==> src/rtl/i2c_master_transfer_sequencer_defines.svh <==
// Assertion macros shared by the I2C master transfer sequencer RTL.
// No dependencies; included by the modules that carry assertions.
`ifndef I2C_MASTER_TRANSFER_SEQUENCER_DEFINES_SVH
`define I2C_MASTER_TRANSFER_SEQUENCER_DEFINES_SVH

// Same-cycle implication, checked outside reset.
`define I2CMS_ASSERT_SAME(label, clk, rstn, ante, cons, msg) \
    label: assert property (@(posedge clk) disable iff (!rstn) (ante) |-> (cons)) \
        else $error(msg);

// Next-cycle implication, checked outside reset.
`define I2CMS_ASSERT_NEXT(label, clk, rstn, ante, cons, msg) \
    label: assert property (@(posedge clk) disable iff (!rstn) (ante) |=> (cons)) \
        else $error(msg);

`endif

==> src/rtl/i2cms_pkg.sv <==
// Types, codes and sizes for the I2C master transfer sequencer.
// No dependencies; used by every module of the block.
package i2cms_pkg;

    localparam int BUFFER_DEPTH   = 32;
    localparam int PTR_W          = $clog2(BUFFER_DEPTH);
    localparam int COUNT_W        = 6;
    localparam int OUT_FIFO_DEPTH = 3;
    localparam int OUT_FIFO_IDX_W = $clog2(OUT_FIFO_DEPTH);
    localparam int OUT_FIFO_CNT_W = $clog2(OUT_FIFO_DEPTH + 1);

    // item kinds
    localparam logic [1:0] ACT_LOAD   = 2'd0;
    localparam logic [1:0] ACT_READ   = 2'd1;
    localparam logic [1:0] ACT_STATUS = 2'd2;

    // bus status codes
    localparam logic [3:0] ST_START      = 4'd0;
    localparam logic [3:0] ST_REP_START  = 4'd1;
    localparam logic [3:0] ST_SLAW_ACK   = 4'd2;
    localparam logic [3:0] ST_DATAW_ACK  = 4'd3;
    localparam logic [3:0] ST_SLAW_NACK  = 4'd4;
    localparam logic [3:0] ST_DATAW_NACK = 4'd5;
    localparam logic [3:0] ST_SLAR_ACK   = 4'd6;
    localparam logic [3:0] ST_DATAR_ACK  = 4'd7;
    localparam logic [3:0] ST_DATAR_NACK = 4'd8;
    localparam logic [3:0] ST_SLAR_NACK  = 4'd9;
    localparam logic [3:0] ST_NONE       = 4'd10;

    // START / acknowledge control codes
    localparam logic [1:0] CTL_NONE  = 2'd0;
    localparam logic [1:0] CTL_SET   = 2'd1;
    localparam logic [1:0] CTL_CLEAR = 2'd2;

    // register indexes (by paddr[2])
    localparam logic REG_TRANSFER_LENGTH  = 1'b0;
    localparam logic REG_RESTART_AT_COUNT = 1'b1;

    typedef struct packed {
        logic               rd_sel;
        logic               tx_load;
        logic [1:0]         start_ctl;
        logic               stop_request;
        logic [1:0]         ack_ctl;
        logic               event_done;
        logic [COUNT_W-1:0] bytes_left;
    } step_ctl_t;

    typedef struct packed {
        logic             wr_en;
        logic [PTR_W-1:0] wr_addr;
        logic [7:0]       wr_data;
        logic [PTR_W-1:0] rd_addr;
    } mem_req_t;

    // result record, last field in the lowest bits
    typedef struct packed {
        logic [COUNT_W-1:0] bytes_left;
        logic               event_done;
        logic [1:0]         ack_ctl;
        logic               stop_request;
        logic [1:0]         start_ctl;
        logic [7:0]         tx_byte;
        logic               tx_load;
        logic [7:0]         entry_read;
    } out_rec_t;

endpackage

==> src/rtl/i2cms_step.sv <==
// Next-state and control decode for one request of the transfer sequencer.
// Depends on i2cms_pkg.
module i2cms_step (
    input  logic [1:0]                    action,
    input  logic [4:0]                    entry_index,
    input  logic [7:0]                    entry_value,
    input  logic [3:0]                    status_code,
    input  logic [7:0]                    received_byte,
    input  logic [i2cms_pkg::PTR_W-1:0]   buffer_pointer,
    input  logic [i2cms_pkg::COUNT_W-1:0] remaining_count,
    input  logic [i2cms_pkg::COUNT_W-1:0] transfer_length,
    input  logic [i2cms_pkg::COUNT_W-1:0] restart_at_count,
    output logic [i2cms_pkg::PTR_W-1:0]   pointer_next,
    output logic [i2cms_pkg::COUNT_W-1:0] count_next,
    output i2cms_pkg::mem_req_t           mem_req,
    output i2cms_pkg::step_ctl_t          ctl
);

    function automatic logic [i2cms_pkg::PTR_W-1:0] ptr_up(
        input logic [i2cms_pkg::PTR_W-1:0] p
    );
        if (p == i2cms_pkg::PTR_W'(i2cms_pkg::BUFFER_DEPTH - 1)) begin
            return '0;
        end
        return p + 1'b1;
    endfunction

    function automatic logic [i2cms_pkg::COUNT_W-1:0] count_dn(
        input logic [i2cms_pkg::COUNT_W-1:0] c
    );
        return (c == '0) ? c : c - 1'b1;
    endfunction

    logic [i2cms_pkg::PTR_W-1:0]   ptr_inc;
    logic [i2cms_pkg::COUNT_W-1:0] cnt_base;

    assign ptr_inc  = ptr_up(buffer_pointer);
    assign cnt_base = (status_code == i2cms_pkg::ST_START) ? transfer_length
                                                           : remaining_count;

    always_comb begin
        pointer_next     = buffer_pointer;
        count_next       = remaining_count;
        mem_req.wr_en    = 1'b0;
        mem_req.wr_addr  = entry_index;
        mem_req.wr_data  = entry_value;
        mem_req.rd_addr  = entry_index;
        ctl.rd_sel       = 1'b0;
        ctl.tx_load      = 1'b0;
        ctl.start_ctl    = i2cms_pkg::CTL_NONE;
        ctl.stop_request = 1'b0;
        ctl.ack_ctl      = i2cms_pkg::CTL_NONE;
        ctl.event_done   = 1'b0;

        case (action)
            i2cms_pkg::ACT_LOAD: begin
                mem_req.wr_en = 1'b1;
            end
            i2cms_pkg::ACT_READ: begin
                ctl.rd_sel = 1'b1;
            end
            i2cms_pkg::ACT_STATUS: begin
                ctl.event_done  = 1'b1;
                mem_req.wr_addr = buffer_pointer;
                mem_req.wr_data = received_byte;
                mem_req.rd_addr = buffer_pointer;
                case (status_code)
                    i2cms_pkg::ST_START, i2cms_pkg::ST_REP_START: begin
                        // rewind on a fresh START, then send the address byte
                        if (status_code == i2cms_pkg::ST_START) begin
                            pointer_next    = '0;
                            mem_req.rd_addr = '0;
                        end
                        count_next    = count_dn(cnt_base);
                        ctl.tx_load   = 1'b1;
                        ctl.start_ctl = i2cms_pkg::CTL_CLEAR;
                    end
                    i2cms_pkg::ST_SLAW_ACK, i2cms_pkg::ST_DATAW_ACK: begin
                        if (remaining_count != '0) begin
                            pointer_next = ptr_inc;
                            if (remaining_count != restart_at_count) begin
                                mem_req.rd_addr = ptr_inc;
                                ctl.tx_load     = 1'b1;
                                count_next      = count_dn(remaining_count);
                            end else begin
                                ctl.start_ctl = i2cms_pkg::CTL_SET;
                            end
                        end else begin
                            ctl.stop_request = 1'b1;
                        end
                    end
                    i2cms_pkg::ST_SLAW_NACK, i2cms_pkg::ST_DATAW_NACK,
                    i2cms_pkg::ST_SLAR_NACK: begin
                        ctl.stop_request = 1'b1;
                    end
                    i2cms_pkg::ST_SLAR_ACK: begin
                        pointer_next = ptr_inc;
                    end
                    i2cms_pkg::ST_DATAR_ACK: begin
                        ctl.ack_ctl   = (remaining_count > 6'd1) ? i2cms_pkg::CTL_SET
                                                                 : i2cms_pkg::CTL_CLEAR;
                        mem_req.wr_en = 1'b1;
                        pointer_next  = ptr_inc;
                        count_next    = count_dn(remaining_count);
                    end
                    i2cms_pkg::ST_DATAR_NACK: begin
                        mem_req.wr_en    = 1'b1;
                        pointer_next     = ptr_inc;
                        count_next       = count_dn(remaining_count);
                        ctl.stop_request = 1'b1;
                    end
                    i2cms_pkg::ST_NONE: begin
                    end
                    default: begin
                        ctl.stop_request = 1'b1;
                    end
                endcase
            end
            default: begin
            end
        endcase

        ctl.bytes_left = count_next;
    end

endmodule

==> src/rtl/i2cms_out_fifo.sv <==
// Three-entry result queue between the decode stage and the result channel.
// Depends on i2cms_pkg.
module i2cms_out_fifo (
    input  logic                                 aclk,
    input  logic                                 aresetn,
    input  logic                                 push,
    input  i2cms_pkg::out_rec_t                  push_rec,
    input  logic                                 pop,
    output logic                                 head_valid,
    output i2cms_pkg::out_rec_t                  head_rec,
    output logic [i2cms_pkg::OUT_FIFO_CNT_W-1:0] count
);

    i2cms_pkg::out_rec_t                   entry_reg [i2cms_pkg::OUT_FIFO_DEPTH];
    logic [i2cms_pkg::OUT_FIFO_IDX_W-1:0]  head_reg, head_next;
    logic [i2cms_pkg::OUT_FIFO_IDX_W-1:0]  tail_reg, tail_next;
    logic [i2cms_pkg::OUT_FIFO_CNT_W-1:0]  cnt_reg, cnt_next;
    logic                                  do_pop;

    function automatic logic [i2cms_pkg::OUT_FIFO_IDX_W-1:0] idx_up(
        input logic [i2cms_pkg::OUT_FIFO_IDX_W-1:0] i
    );
        if (i == i2cms_pkg::OUT_FIFO_IDX_W'(i2cms_pkg::OUT_FIFO_DEPTH - 1)) begin
            return '0;
        end
        return i + 1'b1;
    endfunction

    assign do_pop     = pop && (cnt_reg != '0);
    assign head_valid = (cnt_reg != '0);
    assign head_rec   = entry_reg[head_reg];
    assign count      = cnt_reg;

    always_comb begin
        head_next = do_pop ? idx_up(head_reg) : head_reg;
        tail_next = push ? idx_up(tail_reg) : tail_reg;
        cnt_next  = cnt_reg;
        if (push && !do_pop) begin
            cnt_next = cnt_reg + 1'b1;
        end else if (!push && do_pop) begin
            cnt_next = cnt_reg - 1'b1;
        end
    end

    always_ff @(posedge aclk) begin
        if (!aresetn) begin
            head_reg <= '0;
            tail_reg <= '0;
            cnt_reg  <= '0;
        end else begin
            head_reg <= head_next;
            tail_reg <= tail_next;
            cnt_reg  <= cnt_next;
        end
    end

    always_ff @(posedge aclk) begin
        if (push) begin
            entry_reg[tail_reg] <= push_rec;
        end
    end

endmodule

==> src/rtl/i2c_master_transfer_sequencer.sv <==
// I2C master transfer sequencer: byte store, pointer/count state, result queue.
// Depends on i2cms_pkg, i2cms_step, i2cms_out_fifo and the assertion macro header.
//
// One request per clock enters on the s_ channel while s_tready is high; each
// request gives exactly one result on the m_ channel, in order. A request carries
// a kind in s_tuser: load a byte into the 32-entry store, read a byte back, or
// report an I2C bus status event. Status events walk the buffer pointer and
// remaining count and tell the bus driver what to do next: load a byte to send,
// set or clear START, request STOP, set or clear acknowledge. A START event
// rewinds the pointer and reloads the count from transfer_length; while sending,
// the byte slot where the count equals restart_at_count becomes a repeated
// START. An accepted request passes through the in-flight stage into the result
// queue, which raises m_tvalid, and the block sustains one request per cycle
// while s_tready is high: the pointer and count update at acceptance, so the
// next request sees them at once, and the store's single registered read port
// supplies data to the in-flight stage. A three-entry result queue absorbs the
// one request in flight plus output back-pressure, so s_tready depends only on
// registers and drops only once the queue and the in-flight slot hold three.
// Store entries come out of reset unknown; read only entries already loaded
// or received. Write the registers only while no request is in flight.
`include "i2c_master_transfer_sequencer_defines.svh"

module i2c_master_transfer_sequencer (
    input  logic        aclk,
    input  logic        aresetn,
    // request channel
    input  logic        s_tvalid,
    output logic        s_tready,
    // [4:0] entry_index, [12:5] entry_value, [16:13] status_code,
    // [24:17] received_byte, [31:25] zero
    input  logic [31:0] s_tdata,
    // [1:0] action
    input  logic [1:0]  s_tuser,
    // result channel
    output logic        m_tvalid,
    input  logic        m_tready,
    // [7:0] entry_read, [8] tx_load, [16:9] tx_byte, [18:17] start_ctl,
    // [19] stop_request, [21:20] ack_ctl, [22] event_done, [28:23] bytes_left,
    // [31:29] zero
    output logic [31:0] m_tdata,
    // register port
    input  logic        psel,
    input  logic        penable,
    input  logic        pwrite,
    input  logic [2:0]  paddr,
    input  logic [31:0] pwdata,
    output logic [31:0] prdata,
    output logic        pready
);

    localparam int CW = i2cms_pkg::COUNT_W;

    // ------------------------------------------------------------------
    // Register port: two 6-bit registers, decoded on paddr[2].
    // ------------------------------------------------------------------
    logic [CW-1:0] transfer_length_reg;
    logic [CW-1:0] restart_at_count_reg;
    logic          cfg_write;

    assign pready    = 1'b1;
    assign cfg_write = psel && penable && pwrite && pready;

    always_ff @(posedge aclk) begin
        if (!aresetn) begin
            transfer_length_reg  <= '0;
            restart_at_count_reg <= '0;
        end else if (cfg_write) begin
            if (paddr[2] == i2cms_pkg::REG_TRANSFER_LENGTH) begin
                transfer_length_reg <= pwdata[CW-1:0];
            end else begin
                restart_at_count_reg <= pwdata[CW-1:0];
            end
        end
    end

    always_comb begin
        case (paddr[2])
            i2cms_pkg::REG_TRANSFER_LENGTH:  prdata = {{(32-CW){1'b0}}, transfer_length_reg};
            i2cms_pkg::REG_RESTART_AT_COUNT: prdata = {{(32-CW){1'b0}}, restart_at_count_reg};
            default:                         prdata = '0;
        endcase
    end

    // ------------------------------------------------------------------
    // Request decode and transfer state.
    // ------------------------------------------------------------------
    logic [i2cms_pkg::PTR_W-1:0] pointer_reg, pointer_next;
    logic [CW-1:0]               count_reg, count_next;
    i2cms_pkg::mem_req_t         mem_req;
    i2cms_pkg::step_ctl_t        step_ctl;
    logic                        s_accept;

    i2cms_step u_step (
        .action           (s_tuser),
        .entry_index      (s_tdata[4:0]),
        .entry_value      (s_tdata[12:5]),
        .status_code      (s_tdata[16:13]),
        .received_byte    (s_tdata[24:17]),
        .buffer_pointer   (pointer_reg),
        .remaining_count  (count_reg),
        .transfer_length  (transfer_length_reg),
        .restart_at_count (restart_at_count_reg),
        .pointer_next     (pointer_next),
        .count_next       (count_next),
        .mem_req          (mem_req),
        .ctl              (step_ctl)
    );

    assign s_accept = s_tvalid && s_tready;

    // advance pointer and count at acceptance so the next request sees them
    always_ff @(posedge aclk) begin
        if (!aresetn) begin
            pointer_reg <= '0;
            count_reg   <= '0;
        end else if (s_accept) begin
            pointer_reg <= pointer_next;
            count_reg   <= count_next;
        end
    end

    // ------------------------------------------------------------------
    // Byte store: at most one write and one registered read per request. A read
    // right after a write to the same entry sees the new byte, since the
    // write lands at the earlier edge.
    // ------------------------------------------------------------------
    logic [7:0] store_mem [i2cms_pkg::BUFFER_DEPTH];
    logic [7:0] rd_data_reg;

    always_ff @(posedge aclk) begin
        if (s_accept && mem_req.wr_en) begin
            store_mem[mem_req.wr_addr] <= mem_req.wr_data;
        end
    end

    always_ff @(posedge aclk) begin
        if (s_accept) begin
            rd_data_reg <= store_mem[mem_req.rd_addr];
        end
    end

    // ------------------------------------------------------------------
    // In-flight stage: holds decode results while the store read returns.
    // It never stalls; the queue always has room for it.
    // ------------------------------------------------------------------
    logic                 st1_valid_reg;
    i2cms_pkg::step_ctl_t st1_ctl_reg;

    always_ff @(posedge aclk) begin
        if (!aresetn) begin
            st1_valid_reg <= 1'b0;
        end else begin
            st1_valid_reg <= s_accept;
        end
    end

    always_ff @(posedge aclk) begin
        if (s_accept) begin
            st1_ctl_reg <= step_ctl;
        end
    end

    // ------------------------------------------------------------------
    // Result assembly and queue.
    // ------------------------------------------------------------------
    i2cms_pkg::out_rec_t                  push_rec;
    i2cms_pkg::out_rec_t                  m_rec;
    logic [i2cms_pkg::OUT_FIFO_CNT_W-1:0] fifo_cnt;
    logic [i2cms_pkg::OUT_FIFO_CNT_W:0]   occupancy;

    always_comb begin
        push_rec.entry_read   = st1_ctl_reg.rd_sel ? rd_data_reg : 8'h00;
        push_rec.tx_load      = st1_ctl_reg.tx_load;
        push_rec.tx_byte      = st1_ctl_reg.tx_load ? rd_data_reg : 8'h00;
        push_rec.start_ctl    = st1_ctl_reg.start_ctl;
        push_rec.stop_request = st1_ctl_reg.stop_request;
        push_rec.ack_ctl      = st1_ctl_reg.ack_ctl;
        push_rec.event_done   = st1_ctl_reg.event_done;
        push_rec.bytes_left   = st1_ctl_reg.bytes_left;
    end

    i2cms_out_fifo u_out_fifo (
        .aclk       (aclk),
        .aresetn    (aresetn),
        .push       (st1_valid_reg),
        .push_rec   (push_rec),
        .pop        (m_tready),
        .head_valid (m_tvalid),
        .head_rec   (m_rec),
        .count      (fifo_cnt)
    );

    assign m_tdata = {{(32 - $bits(i2cms_pkg::out_rec_t)){1'b0}}, m_rec};

    // take a request only if queue plus in-flight slot leaves room for it
    assign occupancy = {1'b0, fifo_cnt} + {{i2cms_pkg::OUT_FIFO_CNT_W{1'b0}}, st1_valid_reg};
    assign s_tready  = (occupancy < (i2cms_pkg::OUT_FIFO_CNT_W + 1)'(i2cms_pkg::OUT_FIFO_DEPTH));

    // ------------------------------------------------------------------
    // Assertions
    // ------------------------------------------------------------------
    `I2CMS_ASSERT_SAME(a_queue_room, aclk, aresetn,
        st1_valid_reg,
        fifo_cnt != i2cms_pkg::OUT_FIFO_CNT_W'(i2cms_pkg::OUT_FIFO_DEPTH),
        "in-flight request found result queue full")
    `I2CMS_ASSERT_NEXT(a_accept_in_flight, aclk, aresetn,
        s_accept,
        st1_valid_reg,
        "accepted request did not reach the in-flight stage")
    `I2CMS_ASSERT_SAME(a_quiet_non_status, aclk, aresetn,
        m_tvalid && !m_rec.event_done,
        !m_rec.tx_load && !m_rec.stop_request &&
        (m_rec.start_ctl == i2cms_pkg::CTL_NONE) && (m_rec.ack_ctl == i2cms_pkg::CTL_NONE),
        "buffer request produced bus control")
    `I2CMS_ASSERT_SAME(a_tx_no_readback, aclk, aresetn,
        m_tvalid && m_rec.tx_load,
        m_rec.entry_read == 8'h00,
        "transmit result also carries a readback byte")

endmodule

==> config.mk <==
export PLATFORM = sky130hd
export DESIGN_NAME = i2c_master_transfer_sequencer
export DESIGN_NICKNAME = d
export VERILOG_FILES = /design/src/rtl/i2cms_pkg.sv /design/src/rtl/i2cms_step.sv /design/src/rtl/i2cms_out_fifo.sv /design/src/rtl/i2c_master_transfer_sequencer.sv
export VERILOG_INCLUDE_DIRS = /design/src /design/src/rtl
export SDC_FILE = /design/constraint.sdc
export NUM_CORES = 1
export LEC_CHECK = 0
export ABC_AREA = 0
export BUFFER_PORTS_ARGS = -buffer_cell sky130_fd_sc_hd__buf_2
export CORE_ASPECT_RATIO = 0.8
export CORE_MARGIN = 1
export CORE_UTILIZATION = 60
export CTS_CLUSTER_SIZE = 25
export DETAILED_ROUTE_END_ITERATION = 10
export HOLD_SLACK_MARGIN = 0.05
export PLACE_DENSITY = 0.78
export SLEW_MARGIN = 25
export SYNTH_ARGS = -nofsm -noshare
export SYNTH_HDL_FRONTEND = slang
export SYNTH_SLANG_ARGS = --single-unit
==> constraint.sdc <==
create_clock -name aclk -period 3.8 [get_ports aclk]
set_input_delay 0.38 -clock aclk [delete_from_list [all_inputs] [get_ports aclk]]
set_output_delay 0.38 -clock aclk [all_outputs]
set_load 0.02 [all_outputs]
==> flow_summary.rst, run 1 <==
.. list-table::
   :header-rows: 1

   * - Metric
     - Value
   * - Library cell with the highest instance count after synthesis
     - edfxtp_1
   * - First-pass GRT wire length
     - 56420 um
   * - Number of buffers added by the clock tree synthesis step
     - 38
   * - Flip-flop count of the largest register after layout
     - ~260
   * - Portion of synthesized cell area occupied by the leading cell type
     - 0.6396
   * - Top-Level Pins
     - 143
   * - Required time at the worst-slack endpoint
     - about 4 ns
   * - Distinct cell type count of the synthesized netlist
     - 72
   * - Proportion of total power due to net switching
     - 0.2549
   * - Number of maximum-capacitance violations
     - 0
   * - DR vias/cell
     - 6.039
   * - Count of synthesis-stage warnings from yosys
     - 0
   * - Register bit count reported by yosys
     - roughly 400
   * - Category of the most critical setup path
     - flip-flop to flip-flop
   * - Status
     - complete, no violations
   * - Async set or reset register ratio after synthesis
     - 0
   * - EDFF count, synth
     - between 300 and 400
   * - Final nets
     - around 1400
   * - Total die area
     - about 0.029 mm2
   * - Largest delay contributor family on the critical path
     - simple AND/OR/NAND/NOR gates
   * - Pin count of the biggest net entering global routing
     - about 60
   * - Number of setup violations in the final report
     - 0
   * - DRC violations left
     - 0
   * - Fin crit share
     - 0.9540
   * - Die outline width
     - roughly 190 um
   * - Crit path arrival time
     - around 3.9 ns
   * - Count of buffering cells on the critical path with inverters included
     - 1
   * - Dpl ws
     - around 0.33 ns
   * - Peak supply drop
     - between 0.0003 and 0.0004 V
   * - CTS HTree Levels
     - 2
   * - Post-cts hold buffer count
     - 0
   * - Hold crit path type
     - input pin to flip-flop
   * - Final GP Congestion
     - between 0.8 and 0.9
   * - Number of cells produced by synthesis
     - 1210
   * - Power per unit of standard cell area
     - ~530 mW/mm2
   * - Clock root buffer
     - clkbuf_16
   * - Min Clock Period, post-route
     - 3.625 ns
   * - Layout Area Growth over Synthesis
     - 11.73%
   * - Fraction of synthesized area in multiplexers
     - 0.08383
   * - Startpoint Class
     - flip-flop
   * - Synth top cells by count
     - 365 x edfxtp_1, 143 x nand2_1, 79 x mux2i_1
   * - Proportion of synthesized chip area in sequential cells
     - 0.6770
   * - Compound-cell area share of the yosys netlist
     - 0.08383
   * - Initial DRC Count
     - between 1000 and 1500
   * - Nature of the critical path endpoint
     - flip-flop
   * - Total standard cell area after synthesis
     - ~0.017 mm2
   * - Post-synthesis share of cell area spent on full adders, half adders and majority gates
     - 0.007302
   * - Fin. max-slew vios
     - 0
   * - Number of gates resized after cts
     - 0
   * - Proportion of power drawn by flip-flops and latches
     - 0.502
   * - Launch point of the worst hold path
     - s_tvalid
   * - Delay contributed by the slowest stage of the critical path
     - roughly 0.80 ns
   * - CP max stage cell
     - nor3_1
   * - Clock power frac
     - 0.361
   * - Setup WS post-layout
     - around 0.17 ns
   * - Logic gate share of total power
     - 0.137
   * - Antenna diode count
     - 0
   * - Internal Pwr Total
     - 7.612 mW
   * - Reg clk slew, reported paths
     - approximately 0.060 ns
   * - Maximum buffer depth of the clock tree
     - 3
   * - Via count of the first global-routing pass
     - 10070
   * - Top area cells in the synthesized netlist
     - edfxtp_1 64%, mux2i_1 4.6%, dfxtp_1 3.7%
   * - Worst flop-to-flop path startpoint
     - count_reg[3]
   * - Detail Placement HPWL
     - around 23000 um
   * - Cell taking the most area after synthesis
     - edfxtp_1
   * - Worst Tran Pin Value
     - roughly 1.0 ns
   * - WL/cell
     - between 20 and 25 um
   * - Cell-by-cell listing of the critical path
     - xor2_2, nor4_4, nand2_2, a31oi_1, a21oi_1, buf_4, nor3_1, o21ai_0, o211ai_1, nor4_1
   * - Number of antenna violations at the first check in global routing
     - 0
   * - TritonCTS clock tree
     - yes
   * - Static Leakage
     - just under 7 nW
   * - Simple-gate area share of the yosys netlist
     - 0.1009
   * - Startpoint of the worst setup timing path
     - count_reg[3]
   * - Final Skew
     - around 0.01 ns
   * - Count of antenna-violating nets left after detailed routing
     - 0
   * - Buffers inserted during post-CTS setup optimization
     - 0
   * - Clock latency at the later pin of the worst-skew pair
     - between 0.5 and 0.6 ns
   * - Number of standard-cell rows in the floorplan
     - 54
   * - Share of cells above drive strength 1
     - 0.1786
   * - Worst-path fanout max
     - 9
   * - Average size of a mapped cell
     - roughly 14 um2
   * - Max frequency
     - roughly 0.28 GHz
   * - Port Buf Inserts
     - 77
   * - XOR/XNOR Fraction of Synth Area
     - 0.009127
   * - Setup repair after global routing missed its margin
     - false
   * - Global-route congestion overflow total
     - 0
   * - Area of the core
     - between 0.02 and 0.03 mm2
   * - Switch Pwr
     - roughly 2.6 mW
   * - Sinks on the clock net
     - between 300 and 400
   * - First-pass iteration count of the detailed router
     - 5
   * - Die Y-Extent
     - ~150 um
   * - Most used DFF post-synth
     - edfxtp_1
   * - Tot GR Track Use
     - 0.2558
   * - Vias
     - about 10000
   * - Starting density of the core
     - 0.6201
   * - Main combinational cell family by area after synthesis
     - simple AND/OR/NAND/NOR gates
   * - Max-Slew Margin vs Limit
     - 0.3147
   * - Final TNS setup
     - 0 ns
   * - Number of endpoints with negative hold slack in the final report
     - 0
   * - Routed wire length
     - around 37000 um
## metrics by stage
step / total power [mW] / hold WS [ns] / util / cells / area [um2]
after global routing: 10.55 / 0.08236 / 0.6928 / 1708 / 19140
final: 10.22 / 0.08159 / 0.6928 / 1708 / 19140
after detailed placement: 6.612 / 0.4558 / 0.6491 / 1640 / 17940
after floorplan: 6.202 / 0.4401 / - / 1238 / 17240
after global placement: 6.567 / 0.4425 / 0.6487 / 1640 / 17930
after CTS: 10.25 / 0.07820 / 0.6927 / 1708 / 19140
## layout by cell type (no fill, tap or decap), types with 30 or more instances in the layout
cell       count
edfxtp_1     365
nand2_1      138
mux2i_1       79
buf_2         77
o21ai_0       59
nor2_1        57
buf_4         54
clkbuf_16     39
a21oi_1       34
o21a_1        34
a211oi_1      33
dfxtp_1       31
conb_1        30
## worst register-to-register path, delay by kind of cell (launching register included)
family | cells | cell delay, ns
and+or+nand+nor | 4 | 1.61
xor gates and xnor gates | 1 | 0.14
AOI/OAI and AO/OA | 4 | 0.87
buffers and inverters | 1 | 0.18
DFF | 1 | 0.55
## worst paths after layout
kind | endpoint | slack (ns) | cells past startpoint
hold reg to reg | u_out_fifo.entry_reg[0][19] | 0.47 | 0
hold / removal | st1_valid_reg | 0.08 | 2
setup / recovery | rd_data_reg[3] | 0.17 | 10
setup reg to reg | rd_data_reg[3] | 0.17 | 10
## per-layer routing
| layer | track usage | part of all wire | routed length (um) | vias to the layer above |
|---|---|---|---|---|
| met4 | 0.05752 | 0.017 | 603 | 0 |
| met2 | 0.3949 | 0.46 | 16830 | 485 |
| met5 | 0 | 0 | 0 | - |
| met3 | 0.04615 | 0.097 | 3542 | 58 |
| met1 | 0.3816 | 0.43 | 15550 | 5028 |
| li1 | - | - | - | 4744 |
## power by group through the flow
stage,clock (mW),combinational [mW],sequential [mW]
after floorplan,0,1.07,5.13
after global placement,0,1.35,5.21
after detailed placement,0,1.39,5.22
after CTS,3.72,1.40,5.13
after global routing,3.89,1.52,5.15
final,3.68,1.40,5.13
## cells by family (layout without fill, tap and decap cells)
kind of cell / Yosys count / count (layout)
AOI/OAI and AO/OA: 219 / 219
and+or+nand+nor: 350 / 350
buffers and inverters: 104 / 210
other: 2 / 30
adders and majority gates: 10 / 10
DFF: 397 / 397
xor gates and xnor gates: 17 / 17
muxes: 111 / 111
## cell type report
type | count | area (um2)
clock inverter | 21 | 190.2
fill | 1850 | 8489
clock buffer | 47 | 1016
multi-input combinational | 737 | 5032
inverter | 10 | 37.54
sequential | 397 | 11600
tap | 364 | 455.4
timing repair buffer | 132 | 810.8
Note: power is estimated with default switching activity, not from simulation.
==> inputs of run 2 (changes only) <==
--- a/config.mk
+++ b/config.mk
@@ -7,7 +7,7 @@
 export NUM_CORES = 1
 export LEC_CHECK = 0
 export ABC_AREA = 0
-export BUFFER_PORTS_ARGS = -buffer_cell sky130_fd_sc_hd__buf_2
+export BUFFER_PORTS_ARGS = -buffer_cell sky130_fd_sc_hd__buf_4
 export CORE_ASPECT_RATIO = 0.8
 export CORE_MARGIN = 1
 export CORE_UTILIZATION = 60
==> run 2 against run 1 <==
  * Global-route usage fell by 0.22 points
  * Setup slack improved by 0.056 ns
  * Final area rose by 0.46%
  * Non-clock buffer count shrank 10
  * Cell count shrank 0.53%
  * Combinational power up 6%
  * Wire length is essentially flat
  * Maximum frequency rose by 1.6%
  * Sequential share of layout area decreased by 0.28 points
  * Sequential power about the same
  * Largest power group unchanged
  * Highest routed layer unchanged
==> flow_summary.rst, run 2 (synthesis results as in run 1) <==
.. list-table::
   :header-rows: 1

   * - Metric
     - Value
   * - Area used by multi-input combinational logic
     - 0.005049 mm2 (+0.32%)
   * - Peak supply drop
     - 0.0004477 V (+15%)
   * - Routed wire length
     - 36540 um (about the same)
   * - Filler Cells Inserted
     - 1836 (-0.76%)
   * - Delay contributed by the slowest stage of the critical path
     - 0.55 ns (-0.25 ns)
   * - Cell-by-cell listing of the critical path
     - xor2_2, nor4_4, nand4_1, a31oi_2, or2_2, buf_12, mux4_2, o22ai_1, nor4_1
   * - Number of endpoints with negative hold slack in the final report
     - 0 (unchanged)
   * - Share of cells above drive strength 1
     - 0.1723 (-0.006287)
   * - Nature of the critical path endpoint
     - flip-flop
   * - Starting density of the core
     - 0.6201 (unchanged)
   * - DR vias/cell
     - 6.051 (+0.19%)
   * - CP max stage cell
     - dfxtp_1
   * - Vias
     - 10280 (-0.34%)
   * - Category of the most critical setup path
     - flip-flop to flip-flop
   * - Reg clk slew, reported paths
     - 0.06 ns (about the same)
   * - Switch Pwr
     - 2.570 mW (-1.3%)
   * - CTS HTree Levels
     - 2 (unchanged)
   * - Proportion of power drawn by flip-flops and latches
     - 0.509 (+0.007)
   * - Maximum buffer depth of the clock tree
     - 3 (unchanged)
   * - Final Skew
     - 0.01158 ns (+0.001564 ns)
   * - Hold crit path type
     - input pin to flip-flop
   * - Number of antenna violations at the first check in global routing
     - 0 (unchanged)
   * - Status
     - complete, no violations
   * - Commonest cells after routing, fill and taps aside
     - 365 x edfxtp_1, 137 x nand2_1, 119 x buf_4, 79 x mux2i_1, 59 x o21ai_0
   * - Startpoint Class
     - flip-flop
   * - Crit path arrival time
     - 3.80 ns (-0.08 ns)
   * - Flip-flop count of the largest register after layout
     - 256 (unchanged)
   * - Finished layout cell area
     - 0.01923 mm2 (+0.46%)
   * - DRC violations left
     - 0 (unchanged)
   * - Setup repair after global routing missed its margin
     - false
   * - Clock power frac
     - 0.344 (-0.017)
   * - TritonCTS clock tree
     - yes
   * - Number of setup violations in the final report
     - 0 (unchanged)
   * - Global-route congestion overflow total
     - 0 (unchanged)
   * - Min Clock Period, post-route
     - 3.569 ns (-0.05610 ns)
   * - Static Leakage
     - 6.770 nW (-0.31%)
   * - Tot GR Track Use
     - 0.2536 (-0.002195)
   * - Via count of the first global-routing pass
     - 9916 (-1.5%)
   * - Proportion of total power due to net switching
     - 0.2549 (about the same)
   * - Die outline width
     - 190.9 um (unchanged)
   * - Clock latency at the later pin of the worst-skew pair
     - 0.52 ns (about the same)
   * - Area of the core
     - 0.02763 mm2 (unchanged)
   * - Logic gate share of total power
     - 0.147 (+0.010)
   * - Fin. max-slew vios
     - 0 (unchanged)
   * - Max frequency
     - 0.2802 GHz (+1.6%)
   * - Largest delay contributor family on the critical path
     - simple AND/OR/NAND/NOR gates
   * - Max-Slew Margin vs Limit
     - 0.3636 (+0.04894)
   * - Worst-path fanout max
     - 38 (+29)
   * - Antenna diode count
     - 0 (unchanged)
   * - Footprint of the flip-flops and latches
     - 0.01160 mm2 (unchanged)
   * - Final nets
     - 1392 (-0.71%)
   * - Sinks on the clock net
     - 397 (unchanged)
   * - Number of standard-cell rows in the floorplan
     - 54 (unchanged)
   * - Initial DRC Count
     - 1063 (-6.3%)
   * - Worst Tran Pin Value
     - 0.9546 ns (-0.07092 ns)
   * - Final TNS setup
     - 0 ns (unchanged)
   * - Count of antenna-violating nets left after detailed routing
     - 0 (unchanged)
   * - Placed instance area
     - 0.01807 mm2 (+0.75%)
   * - Count of buffering cells on the critical path with inverters included
     - 1 (unchanged)
   * - Power per unit of standard cell area
     - 524.2 mW/mm2 (-1.8%)
   * - Detail Placement HPWL
     - 23770 um (+1.4%)
   * - Die Y-Extent
     - 153.2 um (unchanged)
   * - Port Buf Inserts
     - 77 (unchanged)
   * - First-pass GRT wire length
     - 56170 um (-0.44%)
   * - Layout Area Growth over Synthesis
     - 12.25%
   * - Clock root buffer
     - clkbuf_16
   * - Fraction of the core area covered by cells at the end of the flow
     - 0.6960 (+0.003215)
   * - Internal Pwr Total
     - 7.512 mW (-1.3%)
   * - First-pass iteration count of the detailed router
     - 5 (unchanged)
   * - Final GP Congestion
     - 0.8855 (+2.6%)
   * - Pin count of the biggest net entering global routing
     - 59 (unchanged)
   * - WL/cell
     - 21.50 um (+0.55%)
   * - Commonest non-fill, non-tap cell in the layout
     - edfxtp_1
   * - Top-Level Pins
     - 143 (unchanged)
   * - Buffers inserted during post-CTS setup optimization
     - 0 (unchanged)
   * - Number of buffers added by the clock tree synthesis step
     - 38 (unchanged)
   * - Fin crit share
     - 0.9392 (-0.01476)
   * - Required time at the worst-slack endpoint
     - 4.03 ns (-0.03 ns)
   * - Total die area
     - 0.02924 mm2 (unchanged)
   * - Number of maximum-capacitance violations
     - 0 (unchanged)
==> run 2: changes by cell type in the layout (fill, tap and decap cells not counted), sizes merged <==
| cell | previous run | this run |
|---|---|---|
| clkinvlp | 0 | 1 |
| clkinv | 16 | 11 |
| clkbuf | 47 | 55 |
| bufinv | 3 | 0 |
| buf | 132 | 122 |
==> run 2: worst paths after layout <==
check	from	to	slack [ns]	cells after the start
min	s_tvalid	st1_valid_reg	0.09	2
max reg2reg	count_reg[3]	rd_data_reg[4]	0.23	9
max	count_reg[3]	rd_data_reg[4]	0.23	9
min reg2reg	push_rec[18]	u_out_fifo.entry_reg[2][18]	0.47	0
==> run 2: through the flow <==
step	setup slack (ns)	cells	hold WS (ns)	total power, mW
2_1_floorplan	0.02736	1238	0.4401	6.202
3_5_place_dp	0.2695	1630	0.4550	6.686
5_1_grt	0.03028	1699	0.1040	10.42
3_3_place_gp	0.4105	1629	0.4460	6.637
6_report	0.2310	1699	0.09482	10.08
4_1_cts	0.2185	1699	0.08642	10.11
==> run 2: cell type report <==
| class | count | share of cell area |
|---|---|---|
| clock buffers | 55 | 0.05491 |
| repair buffers | 122 | 0.04931 |
| well taps | 364 | 0.02368 |
| clock inverters | 14 | 0.004424 |
| multi-input cells | 737 | 0.2625 |
| flip-flops and latches | 397 | 0.6032 |
| inverters | 10 | 0.001952 |
==> run 2: power groups by stage <==
stage | logic (mW) | clock network (mW) | registers [mW]
after floorplan | 1.07 | 0 | 5.13
after global placement | 1.42 | 0 | 5.22
after detailed placement | 1.46 | 0 | 5.22
after CTS | 1.47 | 3.51 | 5.13
after global routing | 1.60 | 3.68 | 5.15
final | 1.48 | 3.47 | 5.13
==> run 2: worst reg2reg max path: stages, from the launching register on <==
cell and delay (ns):
dfxtp_1 0.55, xor2_2 0.15, nor4_4 0.50, nand4_1 0.22
a31oi_2 0.40, or2_2 0.22, buf_12 0.25, mux4_2 0.39
o22ai_1 0.46, nor4_1 0.15
==> run 2: repair_timing <==
item                       4_1_cts  5_1_grt
hold buffers                     0        0
setup endpoints to repair        0        4
resized for setup                0        3
==> run 2: routing by layer <==
metal	global-route usage	vias up	routed length (um)	part of all wire
li1	-	4717	-	-
met1	0.3748	5046	15760	0.43
met2	0.3860	459	16680	0.46
met3	0.05695	58	3454	0.095
met4	0.05943	0	646	0.018
met5	0	-	0	0
